--- config.mk ---
export PLATFORM = sky130hd
export DESIGN_NAME = lsb_stego_stream_decoder
export DESIGN_NICKNAME = d
export VERILOG_FILES = /design/src/hw/rtl/lsd_pkg.sv /design/src/hw/rtl/lsd_core.sv /design/src/hw/rtl/lsb_stego_stream_decoder.sv
export SDC_FILE = /design/constraint.sdc
export NUM_CORES = 1
export LEC_CHECK = 0
export BUFFER_PORTS_ARGS = -buffer_cell sky130_fd_sc_hd__buf_2
export CAP_MARGIN = 15
export CORE_UTILIZATION = 35
export CTS_CLUSTER_DIAMETER = 30
export DETAILED_ROUTE_END_ITERATION = 6
export SKIP_LAST_GASP = 1
export SLEW_MARGIN = 20
export SYNTH_ARGS = -nofsm -noshare
export SYNTH_HDL_FRONTEND = slang
export SYNTH_HIERARCHICAL = 1
export SYNTH_SLANG_ARGS = --single-unit
--- constraint.sdc ---
create_clock -name clk -period 6.9 [get_ports clk]
set_input_delay 1.035 -clock clk [delete_from_list [all_inputs] [get_ports clk]]
set_output_delay 1.035 -clock clk [all_outputs]
set_load 0.02 [all_outputs]
--- src/hw/rtl/lsd_pkg.sv ---
`timescale 1ns / 1ps
// ----------------------------------------------------------------------------
// lsd_pkg
// Shared types and constants for the LSB stego stream decoder.
// ----------------------------------------------------------------------------
package lsd_pkg;

    localparam int HEADER_BYTES_DEF    = 54;
    localparam int MAX_MAGIC_CHARS_DEF = 8;
    localparam int BITS_PER_CHAR       = 8;
    localparam int WORD_BITS           = 32;

    localparam int CFG_INDEX_W = 1;
    localparam int CFG_DATA_W  = 64;

    // Configuration register indexes
    localparam logic [CFG_INDEX_W-1:0] CFG_MAGIC_LENGTH = 1'd0;
    localparam logic [CFG_INDEX_W-1:0] CFG_MAGIC_CHARS  = 1'd1;

    localparam logic [3:0]  MAGIC_LENGTH_RST = 4'd2;
    localparam logic [63:0] MAGIC_CHARS_RST  = 64'h0000_0000_0000_2A23;

    typedef enum logic [2:0] {
        KIND_EXT_LEN  = 3'd0,
        KIND_EXT_CHAR = 3'd1,
        KIND_FILE_SZ  = 3'd2,
        KIND_DATA     = 3'd3,
        KIND_MISMATCH = 3'd4
    } kind_t;

    typedef struct packed {
        logic        valid;
        kind_t       kind;
        logic [31:0] value;
        logic        last;
    } result_t;

endpackage

--- src/hw/rtl/lsd_core.sv ---
`timescale 1ns / 1ps
// ----------------------------------------------------------------------------
// lsd_core
// Decode state: header skip, LSB packing, magic check and length tracking.
// Updates on each accepted byte and presents at most one result.
// ----------------------------------------------------------------------------
module lsd_core #(
    parameter int HEADER_BYTES    = lsd_pkg::HEADER_BYTES_DEF,
    parameter int MAX_MAGIC_CHARS = lsd_pkg::MAX_MAGIC_CHARS_DEF
) (
    input  logic             clk,
    input  logic             rst_n,
    input  logic             accept,
    input  logic             image_bit,
    input  logic             restart,
    input  logic [3:0]       magic_length,
    input  logic [63:0]      magic_chars,
    output lsd_pkg::result_t result
);

    typedef enum logic [2:0] {
        PH_HEADER = 3'd0,
        PH_MAGIC  = 3'd1,
        PH_EXTLEN = 3'd2,
        PH_EXTCHR = 3'd3,
        PH_SIZE   = 3'd4,
        PH_DATA   = 3'd5,
        PH_HALT   = 3'd6
    } phase_t;

    localparam logic [5:0] HDR_LIMIT = 6'(HEADER_BYTES);
    localparam logic [3:0] MAGIC_MAX = 4'(MAX_MAGIC_CHARS);
    localparam logic [4:0] CHAR_TOP  = 5'(lsd_pkg::BITS_PER_CHAR - 1);
    localparam logic [4:0] WORD_TOP  = 5'(lsd_pkg::WORD_BITS - 1);

    logic [5:0]  header_count_reg, header_count_next;
    phase_t      phase_reg, phase_next;
    logic [4:0]  bit_count_reg, bit_count_next;
    logic [31:0] bit_shift_reg, bit_shift_next;
    logic [31:0] items_left_reg, items_left_next;
    logic [3:0]  magic_index_reg, magic_index_next;
    logic        magic_ok_reg, magic_ok_next;

    logic [3:0]  magic_len;

    // Effective magic length: zero counts as one, clipped at the maximum
    always_comb
    begin
        if (magic_length == 4'd0)
            magic_len = 4'd1;
        else if (magic_length > MAGIC_MAX)
            magic_len = MAGIC_MAX;
        else
            magic_len = magic_length;
    end

    always_comb
    begin
        logic        go;
        logic [4:0]  top;
        logic [31:0] word;
        logic [31:0] cnt;
        logic [7:0]  expect_chr;

        header_count_next = header_count_reg;
        phase_next        = phase_reg;
        bit_count_next    = bit_count_reg;
        bit_shift_next    = bit_shift_reg;
        items_left_next   = items_left_reg;
        magic_index_next  = magic_index_reg;
        magic_ok_next     = magic_ok_reg;
        result            = '0;
        go                = 1'b1;
        top               = CHAR_TOP;
        word              = '0;
        cnt               = '0;
        expect_chr        = '0;

        if (restart)
        begin
            header_count_next = '0;
            phase_next        = PH_HEADER;
            bit_count_next    = '0;
            bit_shift_next    = '0;
            items_left_next   = '0;
            magic_index_next  = '0;
            magic_ok_next     = 1'b1;
        end

        if (phase_next == PH_HEADER)
        begin
            if (header_count_next < HDR_LIMIT)
            begin
                header_count_next = header_count_next + 6'd1;
                if (header_count_next >= HDR_LIMIT)
                    phase_next = PH_MAGIC;
                go = 1'b0;
            end
            else
            begin
                phase_next = PH_MAGIC;
            end
        end

        if (go && phase_next != PH_HALT)
        begin
            top  = (phase_next == PH_EXTLEN || phase_next == PH_SIZE) ? WORD_TOP : CHAR_TOP;
            word = bit_shift_next | (32'(image_bit) << bit_count_next);
            if (bit_count_next != top)
            begin
                bit_count_next = bit_count_next + 5'd1;
                bit_shift_next = word;
            end
            else
            begin
                bit_count_next = '0;
                bit_shift_next = '0;
                // bit 31 set counts as zero items
                cnt = word[31] ? 32'd0 : word;
                case (phase_next)
                    PH_MAGIC:
                    begin
                        expect_chr = magic_chars[{magic_index_next[2:0], 3'b000} +: 8];
                        if (word[7:0] != expect_chr)
                            magic_ok_next = 1'b0;
                        magic_index_next = magic_index_next + 4'd1;
                        if (magic_index_next >= magic_len)
                        begin
                            if (!magic_ok_next)
                            begin
                                phase_next   = PH_HALT;
                                result.valid = 1'b1;
                                result.kind  = lsd_pkg::KIND_MISMATCH;
                                result.last  = 1'b1;
                            end
                            else
                            begin
                                phase_next = PH_EXTLEN;
                            end
                        end
                    end
                    PH_EXTLEN:
                    begin
                        items_left_next = cnt;
                        phase_next      = (cnt != 32'd0) ? PH_EXTCHR : PH_SIZE;
                        result.valid    = 1'b1;
                        result.kind     = lsd_pkg::KIND_EXT_LEN;
                        result.value    = word;
                    end
                    PH_EXTCHR:
                    begin
                        items_left_next = items_left_next - 32'd1;
                        if (items_left_next == 32'd0)
                            phase_next = PH_SIZE;
                        result.valid = 1'b1;
                        result.kind  = lsd_pkg::KIND_EXT_CHAR;
                        result.value = {24'd0, word[7:0]};
                    end
                    PH_SIZE:
                    begin
                        items_left_next = cnt;
                        phase_next      = (cnt != 32'd0) ? PH_DATA : PH_HALT;
                        result.valid    = 1'b1;
                        result.kind     = lsd_pkg::KIND_FILE_SZ;
                        result.value    = word;
                        result.last     = (cnt == 32'd0);
                    end
                    default:
                    begin
                        items_left_next = items_left_next - 32'd1;
                        if (items_left_next == 32'd0)
                            phase_next = PH_HALT;
                        result.valid = 1'b1;
                        result.kind  = lsd_pkg::KIND_DATA;
                        result.value = {24'd0, word[7:0]};
                        result.last  = (items_left_next == 32'd0);
                    end
                endcase
            end
        end

        if (!accept)
            result.valid = 1'b0;
    end

    always_ff @(posedge clk or negedge rst_n)
    begin
        if (!rst_n)
        begin
            header_count_reg <= '0;
            phase_reg        <= PH_HEADER;
            bit_count_reg    <= '0;
            bit_shift_reg    <= '0;
            items_left_reg   <= '0;
            magic_index_reg  <= '0;
            magic_ok_reg     <= 1'b1;
        end
        else if (accept)
        begin
            header_count_reg <= header_count_next;
            phase_reg        <= phase_next;
            bit_count_reg    <= bit_count_next;
            bit_shift_reg    <= bit_shift_next;
            items_left_reg   <= items_left_next;
            magic_index_reg  <= magic_index_next;
            magic_ok_reg     <= magic_ok_next;
        end
    end

endmodule

--- src/hw/rtl/lsb_stego_stream_decoder.sv ---
`timescale 1ns / 1ps
// ----------------------------------------------------------------------------
// lsb_stego_stream_decoder
// LSB steganography decoder: skips the image header, packs pixel LSBs into
// magic, extension length/chars, file size and data bytes.
// ----------------------------------------------------------------------------
//  channel | handshake                | payload
//  --------+--------------------------+---------------------------
//  byte    | byte_valid / byte_ready  | image_byte, restart
//  result  | result_valid/result_ready| kind, value, last
//  cfg     | cfg_valid / cfg_ready    | cfg_index, cfg_data
//
// One byte per cycle; a result shows in the cycle after the byte that completes it.
// Throughput is set by the single output register: byte_ready drops only while
// a result sits there and result_ready is low.
// Reset clears decode state and loads the default magic; no clearing pass.
// cfg_ready is always high.
// ----------------------------------------------------------------------------
module lsb_stego_stream_decoder #(
    parameter int HEADER_BYTES    = lsd_pkg::HEADER_BYTES_DEF,
    parameter int MAX_MAGIC_CHARS = lsd_pkg::MAX_MAGIC_CHARS_DEF
) (
    input  logic                             clk,
    input  logic                             rst_n,
    input  logic                             byte_valid,
    output logic                             byte_ready,
    input  logic [7:0]                       image_byte,
    input  logic                             restart,
    output logic                             result_valid,
    input  logic                             result_ready,
    output logic [2:0]                       kind,
    output logic [31:0]                      value,
    output logic                             last,
    input  logic                             cfg_valid,
    output logic                             cfg_ready,
    input  logic [lsd_pkg::CFG_INDEX_W-1:0]  cfg_index,
    input  logic [lsd_pkg::CFG_DATA_W-1:0]   cfg_data
);

    logic [3:0]       magic_length_reg;
    logic [63:0]      magic_chars_reg;
    logic             result_valid_reg;
    logic [2:0]       kind_reg;
    logic [31:0]      value_reg;
    logic             last_reg;
    logic             accept;
    lsd_pkg::result_t core_result;

    assign cfg_ready  = 1'b1;
    assign byte_ready = !result_valid_reg || result_ready;
    assign accept     = byte_valid && byte_ready;

    always_ff @(posedge clk or negedge rst_n)
    begin
        if (!rst_n)
        begin
            magic_length_reg <= lsd_pkg::MAGIC_LENGTH_RST;
            magic_chars_reg  <= lsd_pkg::MAGIC_CHARS_RST;
        end
        else if (cfg_valid)
        begin
            case (cfg_index)
                lsd_pkg::CFG_MAGIC_LENGTH: magic_length_reg <= cfg_data[3:0];
                lsd_pkg::CFG_MAGIC_CHARS:  magic_chars_reg  <= cfg_data;
                default: ;
            endcase
        end
    end

    lsd_core #(
        .HEADER_BYTES    (HEADER_BYTES),
        .MAX_MAGIC_CHARS (MAX_MAGIC_CHARS)
    ) u_core (
        .clk          (clk),
        .rst_n        (rst_n),
        .accept       (accept),
        .image_bit    (image_byte[0]),
        .restart      (restart),
        .magic_length (magic_length_reg),
        .magic_chars  (magic_chars_reg),
        .result       (core_result)
    );

    always_ff @(posedge clk or negedge rst_n)
    begin
        if (!rst_n)
            result_valid_reg <= 1'b0;
        else if (core_result.valid)
            result_valid_reg <= 1'b1;
        else if (result_ready)
            result_valid_reg <= 1'b0;
    end

    always_ff @(posedge clk)
    begin
        if (core_result.valid)
        begin
            kind_reg  <= core_result.kind;
            value_reg <= core_result.value;
            last_reg  <= core_result.last;
        end
    end

    assign result_valid = result_valid_reg;
    assign kind         = kind_reg;
    assign value        = value_reg;
    assign last         = last_reg;

endmodule

==> results.md <==
Floorplan:
- The core region is slightly below 0.03 mm².
- The number of rows created at floorplan is 63.
- In this run the vertical extent of the chip is ~180 µm.
- The count of pins on the block boundary is around 120.
- The chip width is 175 µm.
- The initial utilization of the core area, before any placement, comes to 0.355.
- The die covers 0.0308 mm².

Setup path:
- Together, buffers and inverters on the worst path number 4.
- At the worst endpoint, the arrival time is 4.74 ns.
- The startpoint-to-endpoint class of the critical path is in2reg.
- The worst setup path is launched from an input pin.
- Walking the worst path, the cells encountered are buf_2 > buf_4 > nand2b_1 > inv_1 > ha_1 > ha_1 > a21o_1 > a21o_1 > a21oi_1 > a211oi_1 > o21a_1 > nor2_1 > nor2_4 > buf_12.
- Among cell families on the critical path, the largest total delay comes from simple AND/OR/NAND/NOR gates.
- Of all nets on the critical path, the largest fanout is 42.
- Among all stages on the critical path, the largest delay is contributed by sky130_fd_sc_hd__nor2_4.
- Data on the critical path is required at its endpoint by slightly above 7 ns.
- For this run, the slowest stage of the critical path takes approximately 0.6 ns.
- The endpoint class of the critical path is a flip-flop.

Timing:
- The aggregate negative setup slack is 0 ns.
- The final worst-path cycle share is 0.664.
- Static timing analysis puts the maximum clock frequency at 218 MHz.
- The final setup skew is 0.0155 ns.
- The hold violation total from the final report is 0.
- For the pin with the worst max-slew slack, the measured transition is 1.13 ns.
- Final hold analysis gives a worst-case slack of a little under 0.5 ns.
- Setup repair after global routing left no endpoint under its margin.
- Setup violations remaining at the end of the flow were counted as 0.
- The smallest clock period supported by the final layout is computed as ~4.6 ns.
- The total count of max-transition violations in the final report was 0.
- The relative slew slack is 0.244.

Drt:
- Using the TritonRoute via totals, the vias-per-cell ratio works out to 5.72.
- In the routed design, unresolved DRC markers number 0.
- The count of nets left with antenna violations once routing finished came out at 0.
- The aggregate routed wire length is 29,600 µm.
- Before antenna repair, the detailed router went through 7 iterations.
- In the final routed layout, each cell accounts on average for 19.6 µm.
- The routed via count is 8,636.
- The detailed router finished its first iteration with 913 violations.

Logic synthesis:
- Sorting the synthesized cells by area gives the leading types as sky130_fd_sc_hd__dfrtp_1 34%, sky130_fd_sc_hd__edfxtp_1 10%, sky130_fd_sc_hd__mux2_2 7.6%.
- The most area-hungry cell type in the Yosys netlist is sky130_fd_sc_hd__dfrtp_1.
- The Yosys step of the flow raised 6 warnings.
- The cell area that synthesis handed to floorplanning was 0.0105 mm².
- By area, the combinational part of the netlist is dominated by compound AO/OA/AOI/OAI gates.
- In this run, synthesis produced a sequential element count of 188.
- Of the total synthesized cell area, the portion taken by AND, OR, NAND and NOR gates is 0.162.
- The multiplexer share of the synthesized area is 0.105.
- Synthesis produced a netlist whose cell count is 1,034.
- The synthesized-area fraction occupied by adder cells is 0.0119.
- sky130_fd_sc_hd__dfrtp_1 is the most common cell in the netlist.
- Among all flip-flop cells after synthesis, the most frequent one is sky130_fd_sc_hd__dfrtp_1.
- The share of synthesized area occupied by flip-flops and latches is 0.465.
- The net count of the mapped netlist is 1,123.
- In this run, distinct cell masters in the synthesized netlist total 90.
- The commonest cells after synthesis are 144 x sky130_fd_sc_hd__dfrtp_1, 85 x sky130_fd_sc_hd__nor2_1, 82 x sky130_fd_sc_hd__o21ai_0.
- The fraction of the mapped netlist area in compound gates came to 0.191.
- Of the total synthesized cell area, the portion taken by XOR and XNOR cells is 0.0233.
- The number of enable-type register cells in the synthesized netlist is 36.
- Counting flops with an async set or reset pin after synthesis yields a share of 0.809.
- The synthesized area per cell is 10.2 µm².
- Of the post-synthesis cell area, the dominant cell type holds 0.342.

Worst hold path:
- The tightest min-delay check is of the reg2reg type.

CTS:
- The post-CTS setup-driven buffer insertion count is 0.
- The clock buffer count from CTS is 17.
- The post-CTS clock slew at the launch and capture registers of the worst setup and hold paths is 0.08 ns.
- Clock tree synthesis found a total of 188 sinks.
- The TritonCTS clock tree is done.
- Hold repair after CTS inserted 0 buffers.
- In this run the number of H-tree levels came out at 4.
- Counting along the longest clock path gives a buffer depth of 2.
- The insertion delay of the later-clocked pin in the worst-skew pair is around 0.45 ns.
- The post-cts repair resize count is 0.
- Clock tree synthesis selected as its root buffer the cell sky130_fd_sc_hd__clkbuf_16.

Power and ir drop:
- Summed over all cells, the static leakage comes to 4.98 nW.
- The worst-case IR drop observed on VDD is approximately 0.00016 V.
- The total power density per cell area is 227 mW/mm².

Run status:
- The flow ran to the end, and the final reports show no timing, DRC or antenna violations.

Cells and area:
- The area growth from synthesis to layout is 14.3%.
- Of the cells placed in the final design, the portion with a size suffix greater than 1 is 0.247.
- The final layout contains between 1,000 and 1,500 nets.
- The flip-flop count of the largest register, all copies and words added is 64.
- The antenna cell count is 0.

GRT:
- Entering global routing, the biggest net connects 89 pins.
- The via count of the first global-routing pass is about 8,400.
- The number of antenna violations at the first check in global routing is 2.
- The first-pass GRT wire length is 47,400 µm.
- The global-route congestion overflow total is 0.
- The total routing resource utilization after global routing is 0.198.

Placement:
- The placer congestion estimate is 0.878.
- During placement, the flow inserted port buffers numbering roughly 110.
- Summed over all nets, the half-perimeter wirelength after detailed placement is 20,200 µm.

Run:
- Across the run, the number of max-cap violations was 0.
cell usage in the layout (no fill, tap or decap), types with 5 or more instances in the layout:
cell type                   netlist  layout
sky130_fd_sc_hd__dfrtp_1        144     144
sky130_fd_sc_hd__buf_2            6     108
sky130_fd_sc_hd__nor2_1          85      84
sky130_fd_sc_hd__o21ai_0         82      82
sky130_fd_sc_hd__nand2_1         79      78
sky130_fd_sc_hd__mux2_2          71      71
sky130_fd_sc_hd__a21oi_1         40      40
sky130_fd_sc_hd__edfxtp_1        36      36
sky130_fd_sc_hd__a22o_1          36      36
sky130_fd_sc_hd__a22oi_1         28      28
sky130_fd_sc_hd__nor3_1          24      24
sky130_fd_sc_hd__inv_1           22      22
sky130_fd_sc_hd__nor2b_1         19      19
sky130_fd_sc_hd__o22ai_1         18      18
sky130_fd_sc_hd__nand2b_1        17      17
sky130_fd_sc_hd__clkbuf_16        0      17
sky130_fd_sc_hd__buf_4            1      16
sky130_fd_sc_hd__xnor2_1         16      16
sky130_fd_sc_hd__nor4_1          13      13
sky130_fd_sc_hd__nand3_1         13      13
sky130_fd_sc_hd__xor2_1          12      12
sky130_fd_sc_hd__a31oi_1         10      10
sky130_fd_sc_hd__mux2i_1         10      10
sky130_fd_sc_hd__ha_1            10      10
sky130_fd_sc_hd__mux4_2           9       9
sky130_fd_sc_hd__a21o_1           9       9
sky130_fd_sc_hd__o31ai_1         10       9
sky130_fd_sc_hd__dfstp_2          8       8
sky130_fd_sc_hd__or3_1            8       8
sky130_fd_sc_hd__nand3b_1         7       7
sky130_fd_sc_hd__and2_1           6       6
sky130_fd_sc_hd__clkinv_8         0       6
sky130_fd_sc_hd__a211oi_1         6       6
sky130_fd_sc_hd__or2_2            6       6
sky130_fd_sc_hd__nand4_1          6       6
sky130_fd_sc_hd__or4_1            6       6
sky130_fd_sc_hd__o211ai_1         5       5
sky130_fd_sc_hd__and3_1           5       5
area by class of cell:
class / count / area (µm²)
well taps: 390 / 488
clock inverters: 15 / 209
inverters: 23 / 86.3
flip-flops and latches: 188 / 4890
clock buffers: 17 / 425
fillers: 2966 / 17600
repair buffers: 127 / 703
multi-input cells: 751 / 5230
worst min-delay path, delay by kind of cell, from the launching register on:
| family | cells | cell delay, ns |
|---|---|---|
| flops | 1 | 0.35 |
| simple gates | 1 | 0.05 |
| compound gates | 1 | 0.06 |
metrics by stage:
step                power (mW)  instances  instance area, µm²  worst slack, ns   util
finish                    2.73       1511               12000             2.32  0.406
global route              2.85       1511               12000             2.11  0.406
CTS                       2.76       1510               12000             2.35  0.405
detailed placement        1.71       1478               11400             1.92  0.384
global placement          1.70       1478               11400             1.95  0.384
floorplan                 1.57       1034               10500            0.568      -
power breakdown:
part	switching, mW	internal (mW)	leakage, nW
Combinational	0.227	0.191	2.41
Sequential	0.0695	1.20	2.26
Clock	0.536	0.506	0.306
worst paths after layout:
| path | from | cells after the start | slack (ns) | to |
|---|---|---|---|---|
| min in group asynchronous | rst_n | 1 | 0.65 | u_core/bit_shift_reg[15]$_DFFE_PN0P_ |
| worst min register to register | u_core/bit_shift_reg[16]$_DFFE_PN0P_ | 2 | 0.49 | u_core/bit_shift_reg[16]$_DFFE_PN0P_ |
| max in group asynchronous | rst_n | 2 | 4.83 | u_core/bit_shift_reg[12]$_DFFE_PN0P_ |
| worst max register to register | u_core/bit_count_reg[2]$_DFFE_PN0P_ | 10 | 2.84 | value[31]$_DFFE_PP_ |
| worst max-delay path | restart | 14 | 2.32 | value[31]$_DFFE_PP_ |
| worst min-delay path | u_core/bit_shift_reg[16]$_DFFE_PN0P_ | 2 | 0.49 | u_core/bit_shift_reg[16]$_DFFE_PN0P_ |
cell families after synthesis:
kind of cell               count (synthesis)
buffers and inverters                     95
and+or+nand+nor                          325
other                                      1
DFF                                      188
adders and majority gates                 10
muxes                                     90
xor gates and xnor gates                  28
AOI/OAI and AO/OA                        297
layer usage:
layer  track usage  part of all wire
met5             0           0.00044
met4        0.0819             0.030
met2         0.302              0.45
met3        0.0439             0.067
met1         0.270              0.45
Note: power is estimated with default switching activity, not from simulation.
